==> config.mk <==
export PLATFORM = sky130hd
export DESIGN_NAME = utf8_byte_stream_decoder_unit
export DESIGN_NICKNAME = d
export VERILOG_FILES = /design/src/rtl/utf8d_pkg.sv /design/src/rtl/utf8_byte_stream_decoder_unit.sv /design/src/rtl/utf8d_decode.sv
export SDC_FILE = /design/constraint.sdc
export NUM_CORES = 1
export LEC_CHECK = 0
export BUFFER_PORTS_ARGS = -buffer_cell sky130_fd_sc_hd__buf_2
export CORE_MARGIN = 2
export CORE_UTILIZATION = 58
export DETAILED_ROUTE_END_ITERATION = 6
export PLACE_DENSITY = 0.8
export SKIP_CTS_REPAIR_TIMING = 1
export SLEW_MARGIN = 10
export SYNTH_ARGS = -nofsm -noshare
export SYNTH_HDL_FRONTEND = slang
export SYNTH_SLANG_ARGS = --single-unit
==> constraint.sdc <==
create_clock -name i_clk -period 2.95 [get_ports i_clk]
set_input_delay 0.59 -clock i_clk [delete_from_list [all_inputs] [get_ports i_clk]]
set_output_delay 0.59 -clock i_clk [all_outputs]
set_load 0.005 [all_outputs]
==> src/rtl/utf8d_pkg.sv <==
// ----------------------------------------------------------------------------
// utf8d_pkg
// Shared types and constants for the UTF-8 byte stream decoder.
// ----------------------------------------------------------------------------
package utf8d_pkg;

    localparam int CpW  = 21;
    localparam int ByteW = 8;

    // Configuration register indexes.
    localparam logic CFG_REPLACEMENT = 1'b0;
    localparam logic CFG_LIMIT       = 1'b1;

    localparam logic [CpW-1:0] REPLACEMENT_RESET = 21'h00FFFD;
    localparam logic [CpW-1:0] LIMIT_RESET       = 21'h10FFFF;

    // Sequence tracking state.
    typedef struct packed {
        logic [2:0]     seq_len;
        logic [1:0]     remaining;
        logic [CpW-1:0] partial;
    } t_dec_state;

    // Results caused by one byte: a number of flushed replacements followed
    // by at most one result of the byte itself.
    typedef struct packed {
        logic [1:0]     flush_cnt;
        logic           has_tail;
        logic [CpW-1:0] tail_cp;
        logic           tail_rep;
    } t_bundle;

endpackage

==> src/rtl/utf8_byte_stream_decoder_unit.sv <==
// ----------------------------------------------------------------------------
// utf8_byte_stream_decoder_unit
// Decodes a UTF-8 byte stream into code points, one byte per transaction.
// ----------------------------------------------------------------------------
// Usage:
//   The s_axis channel takes one raw byte per transaction; a zero byte ends
//   the string and produces no result of its own. The m_axis channel gives
//   one code point per transaction with tuser set for a replacement and
//   tlast set on the final result caused by an input byte.
//   The cfg channel writes the replacement value (index 0) and the code point
//   limit (index 1); always ready. Users must write it while idle; not enforced.
// Latency and throughput:
//   A byte is decoded in the cycle it is accepted and its results appear on
//   m_axis on the next cycle. Sequence state updates at acceptance, so while
//   m_axis_tready is high a byte that gives zero or one result is taken every
//   cycle. A byte that breaks a pending sequence gives up to four results; they
//   leave the result register one per cycle while m_axis_tready is high, and the
//   next byte is accepted in the cycle the last of them is taken.
// Reset and stalls:
//   Reset clears any pending sequence and restores both registers to their
//   defaults. When the receiver holds m_axis_tready low, the result register
//   holds and s_axis_tready stays low until the results drain.
// ----------------------------------------------------------------------------
module utf8_byte_stream_decoder_unit (
    input  logic        i_clk,
    input  logic        i_rst_n,
    input  logic        s_axis_tvalid,
    output logic        s_axis_tready,
    input  logic [7:0]  s_axis_tdata,   // [7:0] in_byte
    output logic        m_axis_tvalid,
    input  logic        m_axis_tready,
    output logic [23:0] m_axis_tdata,   // [20:0] code_point, [23:21] zero
    output logic        m_axis_tuser,   // [0] is_replacement
    output logic        m_axis_tlast,   // last_of_run
    input  logic        i_cfg_valid,
    output logic        o_cfg_ready,
    input  logic        i_cfg_index,
    input  logic [20:0] i_cfg_data
);

    utf8d_pkg::t_dec_state      r_state;
    utf8d_pkg::t_dec_state      n_state;
    utf8d_pkg::t_bundle         dec_bundle;
    logic [utf8d_pkg::CpW-1:0]  r_rep_value;
    logic [utf8d_pkg::CpW-1:0]  r_limit;
    logic [1:0]                 r_flush_cnt;
    logic                       r_has_tail;
    logic [utf8d_pkg::CpW-1:0]  r_tail_cp;
    logic                       r_tail_rep;
    logic                       busy;
    logic                       in_acc;
    logic                       out_acc;

    utf8d_decode u_decode (
        .i_state     (r_state),
        .i_byte      (s_axis_tdata),
        .i_rep_value (r_rep_value),
        .i_limit     (r_limit),
        .o_state     (n_state),
        .o_bundle    (dec_bundle)
    );

    assign busy          = (r_flush_cnt != 2'd0) || r_has_tail;
    assign m_axis_tvalid = busy;
    assign m_axis_tlast  = (r_flush_cnt == 2'd0) || (r_flush_cnt == 2'd1 && !r_has_tail);
    assign m_axis_tdata  = {3'b000, (r_flush_cnt != 2'd0) ? r_rep_value : r_tail_cp};
    assign m_axis_tuser  = (r_flush_cnt != 2'd0) ? 1'b1 : r_tail_rep;
    assign out_acc       = busy && m_axis_tready;
    // A new byte may enter while its predecessor's final result leaves.
    assign s_axis_tready = !busy || (out_acc && m_axis_tlast);
    assign in_acc        = s_axis_tvalid && s_axis_tready;
    assign o_cfg_ready   = 1'b1;

    always_ff @(posedge i_clk) begin
        if (!i_rst_n) begin
            r_state     <= '0;
            r_rep_value <= utf8d_pkg::REPLACEMENT_RESET;
            r_limit     <= utf8d_pkg::LIMIT_RESET;
            r_flush_cnt <= 2'd0;
            r_has_tail  <= 1'b0;
        end else begin
            if (i_cfg_valid) begin
                unique case (i_cfg_index)
                    utf8d_pkg::CFG_REPLACEMENT: r_rep_value <= i_cfg_data;
                    utf8d_pkg::CFG_LIMIT:       r_limit     <= i_cfg_data;
                    default:                    r_limit     <= r_limit;
                endcase
            end
            if (in_acc) begin
                r_state     <= n_state;
                r_flush_cnt <= dec_bundle.flush_cnt;
                r_has_tail  <= dec_bundle.has_tail;
            end else if (out_acc) begin
                if (r_flush_cnt != 2'd0) begin
                    r_flush_cnt <= r_flush_cnt - 2'd1;
                end else begin
                    r_has_tail <= 1'b0;
                end
            end
        end
    end

    always_ff @(posedge i_clk) begin
        if (in_acc) begin
            r_tail_cp  <= dec_bundle.tail_cp;
            r_tail_rep <= dec_bundle.tail_rep;
        end
    end

    // A sequence is pending exactly when a length is recorded.
    a_state_consistent: assert property (@(posedge i_clk) disable iff (!i_rst_n)
        (r_state.remaining == 2'd0) == (r_state.seq_len == 3'd0))
        else $error("sequence length and remaining count disagree");

    // While pending, at least the lead byte has been consumed.
    a_seq_exceeds_rem: assert property (@(posedge i_clk) disable iff (!i_rst_n)
        (r_state.remaining != 2'd0) |-> (r_state.seq_len > {1'b0, r_state.remaining}))
        else $error("pending sequence shorter than remaining count");

    // The final continuation byte yields a decoded result and closes the sequence.
    a_completion: assert property (@(posedge i_clk) disable iff (!i_rst_n)
        (in_acc && r_state.remaining == 2'd1 && s_axis_tdata[7:6] == 2'b10)
        |=> (r_state.remaining == 2'd0 && r_has_tail && r_flush_cnt == 2'd0))
        else $error("completed sequence gave no result");

    // A byte accepted while results wait must coincide with the last one leaving.
    a_no_overwrite: assert property (@(posedge i_clk) disable iff (!i_rst_n)
        (in_acc && busy) |-> (out_acc && m_axis_tlast))
        else $error("result bundle overwritten before it drained");

endmodule

==> src/rtl/utf8d_decode.sv <==
// ----------------------------------------------------------------------------
// utf8d_decode
// Combinational step of the decoder: next sequence state and result bundle.
// ----------------------------------------------------------------------------
module utf8d_decode (
    input  utf8d_pkg::t_dec_state           i_state,
    input  logic [utf8d_pkg::ByteW-1:0]     i_byte,
    input  logic [utf8d_pkg::CpW-1:0]       i_rep_value,
    input  logic [utf8d_pkg::CpW-1:0]       i_limit,
    output utf8d_pkg::t_dec_state           o_state,
    output utf8d_pkg::t_bundle              o_bundle
);

    logic                        pending;
    logic                        is_cont;
    logic [utf8d_pkg::CpW-1:0]   acc_cp;
    logic [1:0]                  rem_dec;
    logic [2:0]                  consumed;
    logic [utf8d_pkg::CpW-1:0]   ascii_cp;

    assign pending  = (i_state.remaining != 2'd0);
    assign is_cont  = (i_byte[7:6] == 2'b10);
    assign acc_cp   = {i_state.partial[utf8d_pkg::CpW-7:0], i_byte[5:0]};
    assign rem_dec  = i_state.remaining - 2'd1;
    assign ascii_cp = {{(utf8d_pkg::CpW-utf8d_pkg::ByteW){1'b0}}, i_byte};

    // Bytes of the broken sequence taken so far, at least one and at most three.
    always_comb begin
        if (i_state.seq_len > {1'b0, i_state.remaining}) begin
            consumed = i_state.seq_len - {1'b0, i_state.remaining};
        end else begin
            consumed = 3'd1;
        end
        if (consumed > 3'd3) begin
            consumed = 3'd3;
        end
    end

    always_comb begin
        o_state           = '0;
        o_bundle          = '0;
        o_bundle.tail_cp  = i_rep_value;
        o_bundle.tail_rep = 1'b1;
        if (pending && is_cont) begin
            o_state.seq_len   = i_state.seq_len;
            o_state.remaining = rem_dec;
            o_state.partial   = acc_cp;
            if (rem_dec == 2'd0) begin
                o_state          = '0;
                o_bundle.has_tail = 1'b1;
                if (acc_cp <= i_limit) begin
                    o_bundle.tail_cp  = acc_cp;
                    o_bundle.tail_rep = 1'b0;
                end
            end
        end else begin
            if (pending) begin
                o_bundle.flush_cnt = consumed[1:0];
            end
            // The breaking byte, or any byte with nothing pending, starts afresh.
            if (i_byte == 8'h00) begin
                o_bundle.has_tail = 1'b0;
            end else if (is_cont) begin
                o_bundle.has_tail = 1'b1;
            end else if (!i_byte[7]) begin
                o_bundle.has_tail = 1'b1;
                if (ascii_cp <= i_limit) begin
                    o_bundle.tail_cp  = ascii_cp;
                    o_bundle.tail_rep = 1'b0;
                end
            end else if (i_byte == 8'hC0 || i_byte == 8'hC1 || i_byte >= 8'hF5) begin
                o_bundle.has_tail = 1'b1;
            end else if (i_byte[7:5] == 3'b110) begin
                o_state.seq_len   = 3'd2;
                o_state.remaining = 2'd1;
                o_state.partial   = {{(utf8d_pkg::CpW-5){1'b0}}, i_byte[4:0]};
            end else if (i_byte[7:4] == 4'b1110) begin
                o_state.seq_len   = 3'd3;
                o_state.remaining = 2'd2;
                o_state.partial   = {{(utf8d_pkg::CpW-4){1'b0}}, i_byte[3:0]};
            end else begin
                o_state.seq_len   = 3'd4;
                o_state.remaining = 2'd3;
                o_state.partial   = {{(utf8d_pkg::CpW-3){1'b0}}, i_byte[2:0]};
            end
        end
    end

endmodule
==> results.txt <==
The run finished with clean final reports. The later pin in the worst-skew pair is clocked with a latency of 0.36 ns. Counting the fill cells in the layout gives 631.

Setup repair after global routing left no endpoint under its margin. The area enclosed by the die boundary came out at 8904 um^2. For this run, the leading register cell type out of synthesis is dfxtp_1.

Final hold analysis gives a worst-case slack of 0.4546 ns. Counting cells, the worst reg-to-reg path comes to 8. In this design, the stage delay of the slowest critical-path cell is 0.40 ns.

Yosys mapped a number of flops with a built-in enable equal to 22. The power per cell area was 520.8 nW/um^2; the post-route standard cell area excluding fillers was 5300 um^2. The clock-pin slew reported for the worst setup and hold paths after clock tree synthesis is 0.09 ns. The worst hold path belongs to the class flip-flop to flip-flop.

Buffers inserted during clock tree synthesis total 9. The fraction of final layout cells sized beyond drive strength 1 works out to 21.28%. Entering global routing, the biggest net connects 38 pins.

For hold timing, the worst endpoint is r_state[23]. The data arrival time of the worst path is 2.68 ns. Startpoint class of the critical path: a flip-flop. The worst setup path is captured at a flip-flop. For the area of the mapped netlist, the log shows 4736 um^2. The first global-routing pass estimated 18470 um of wire. The core region is 7807 um^2. The fraction of registers with async set or reset after synthesis came out at 0%.

For this configuration, the core starts out at a cell density of 60.66%. Leakage power total: 2.411 nW. Number of antenna violations at the first check in global routing: 0. CTS built an H-tree with a depth of 3. Summed over all instances, the cell type with the most area after synthesis is dfxtp_1.

The setup skew after layout is 0.01721 ns. Summing all placed instances gives a cell area of 5106 um^2. The routed via count divided by cell count works out to 5.724. After legalization and detailed placement, the total HPWL measured 7907 um. The number of sinks on the clock net was 87; the number of stages on the worst hold path was 2.

By count the netlist is led by nand2_1, dfxtp_1, inv_1. After global routing the overflow that remains totals 0. The worst voltage drop across the vdd grid came out at 0.2502 mV. The kind of cell with the highest combined delay along the critical path is simple AND/OR/NAND/NOR gates. The startpoint identified for the worst hold timing path is r_state[23]. After detailed routing, the average wire length per cell comes to 16.30 um. Traced cell by cell, the critical path runs through inv_1, ha_1, nand4_4, nor4_4, o211ai_1, and4b_4, nand3b_4, mux2_4. Based on the critical path, the design can be clocked at up to 0.3899 GHz. The tree is rooted in a clkbuf_8. The standard cell with the maximum stage delay on the critical path was nor4_4. The post-synthesis cell count was 520; the antenna violation net count after detailed routing was 0.

The tool flagged a number of max-cap violations equal to 0. The worst setup path is of the flip-flop to flip-flop kind. The synthesized netlist contains 59 unique library cells.

In this run the horizontal extent of the chip is 94.36 um. In the routed design, unresolved DRC markers number 0. Yosys attributes the largest share of cell area to dfxtp_1, edfxtp_1, nand2_1.

The tools report the final antenna diode count as 0. The tools report the total setup violations reported at the end of the flow as 0. The number of global-route vias before repair was 3842. The tools report the worst-case register-to-register setup slack as 0.39 ns.

During placement, the flow inserted port buffers numbering 59. In this run the critical register-to-register path is captured at r_tail_cp[5]. The worst-case clock buffer depth came out at 2. Among all cell types in the netlist, the one instantiated most often is nand2_1. For the number of placement rows, the log shows 32. Global-route usage over all layers: 26.62%. STA puts the critical path data required time at 3.06 ns. The length of the first detailed-routing pass in iterations was 5.

The number of buffers and inverters on the critical path came out at 1. The tools report the launching instance or port of the critical path as r_limit[17]. TritonCTS built the clock tree.

The number of synthesized register bits is 87, and the final number of hold-violating endpoints is 0. Summing all multi-input logic gate instances after layout gives 2474 um^2. The die outline height is 94.36 um. The total number of vias was 3892; the sequential share of the synthesized area was 41.43%. For the pin with the worst max-slew slack, the measured transition is 0.9612 ns. The layout overhead on the synthesized area was 11.92%; the share of the cycle needed by the critical path after routing was 86.94%. The detailed router finished its first iteration with 189 violations.

The startpoint identified for the worst register-to-register timing path is r_limit[17]. The fraction of post-synthesis cell area in the top cell type by area is 27.48%. The tools report the final max-slew violation count as 0.

The logs give 0.9294 for the routability-driven placement congestion ratio and 11080 um for the wire length reported by the detailed router. The flip-flop and latch area came out at 1962 um^2. The logs give 0 ns for the final-layout setup total negative slack and 639 for the count of nets after finishing. The minimum clock period after layout came out at 2.565 ns. Measured on the finished design, the core utilization comes to 67.88%. For this design the top-level I/O count stands at 64. The synthesized area per cell came out at 9.107 um^2. The worst pin sits at a relative slew slack of 35.92%. The top fanout value on the critical path was 8; the number of warnings printed during yosys synthesis was 0.
worst register-to-register path: cells and delay by family, from the launching register on:
kind | cells | cell delay [ns]
buffers and inverters | 1 | 0.07
DFF | 1 | 0.39
AOI/OAI and AO/OA | 1 | 0.17
adders and majority gates | 1 | 0.32
and+or+nand+nor | 4 | 1.03
muxes | 1 | 0.34
metrics by stage:
step | setup slack (ns) | total power (W) | std cells
floorplan | 0.5353 | 0.001744 | 522
global placement | 0.3251 | 0.001920 | 665
detailed placement | 0.2346 | 0.001940 | 665
CTS | 0.3799 | 0.002763 | 680
global route | 0.2695 | 0.002875 | 680
finish | 0.3853 | 0.002760 | 680
how the worst max path moves through the flow:
stage	end	slack [ns]	cells past startpoint
2_1_floorplan	r_tail_cp[0]	0.54	7
3_3_place_gp	r_tail_cp[5]	0.33	8
6_report	r_tail_cp[5]	0.39	8
5_1_grt	r_tail_cp[5]	0.27	8
3_5_place_dp	r_tail_cp[5]	0.23	8
4_1_cts	r_tail_cp[5]	0.38	8
where the power goes:
group	internal, W	leakage [nW]	total, W	switching, W
Combinational	0.000254	1.57	0.000563	0.000309
Sequential	0.00131	0.746	0.00135	0.0000420
Clock	0.000410	0.0985	0.000843	0.000433
Total	0.00198	2.41	0.00276	0.000784
metal layers:
metal | routed length [um] | up-vias | part of all wire [%] | global-route usage [%]
li1 | - | 1899 | - | -
met1 | 4912 | 1861 | 44 | 35.10
met2 | 5355 | 113 | 48 | 44.35
met3 | 632 | 19 | 5.7 | 4.389
met4 | 182 | 0 | 1.6 | 9.662
met5 | 0 | - | 0 | 0
kinds of logic after synthesis:
kind of cell | after synthesis | synth area share (%)
muxes | 43 | 10.28
buffers and inverters | 73 | 6.499
DFF | 87 | 41.43
adders and majority gates | 30 | 8.085
xor gates and xnor gates | 1 | 0.1850
AOI/OAI and AO/OA | 89 | 13.90
other | 2 | 0.1586
and+or+nand+nor | 195 | 19.47
sequential cells by signal, summed over array words and instances (netlist names):
register	flops
r_flush_cnt	2
r_has_tail	1
r_limit	21
r_rep_value	21
r_state	20
r_tail_cp	21
r_tail_rep	1
area by class of cell:
type	count	area share (%)
Multi-Input combinational cell	362	46.67
Clock buffer	10	2.597
Timing Repair Buffer	70	7.129
Clock inverter	5	1.062
Inverter	44	3.116
Tap cell	102	2.408
Sequential cell	87	37.02
cells in the final DEF (no fill, tap or decap), types with 6 or more instances in the layout:
cell        n
nand2_1   118
dfxtp_1    65
a21oi_1    13
ha_1       29
clkbuf_8   10
mux2i_1    16
inv_1      42
nand3_1    33
nor2_1      8
nand2b_1    7
buf_4      11
mux2_2     21
nor2b_1     6
mux2_4      6
a21boi_0   10
buf_2      59
o211ai_1   18
a21boi_1   16
edfxtp_1   22
Note: power is estimated with default switching activity, not from simulation.
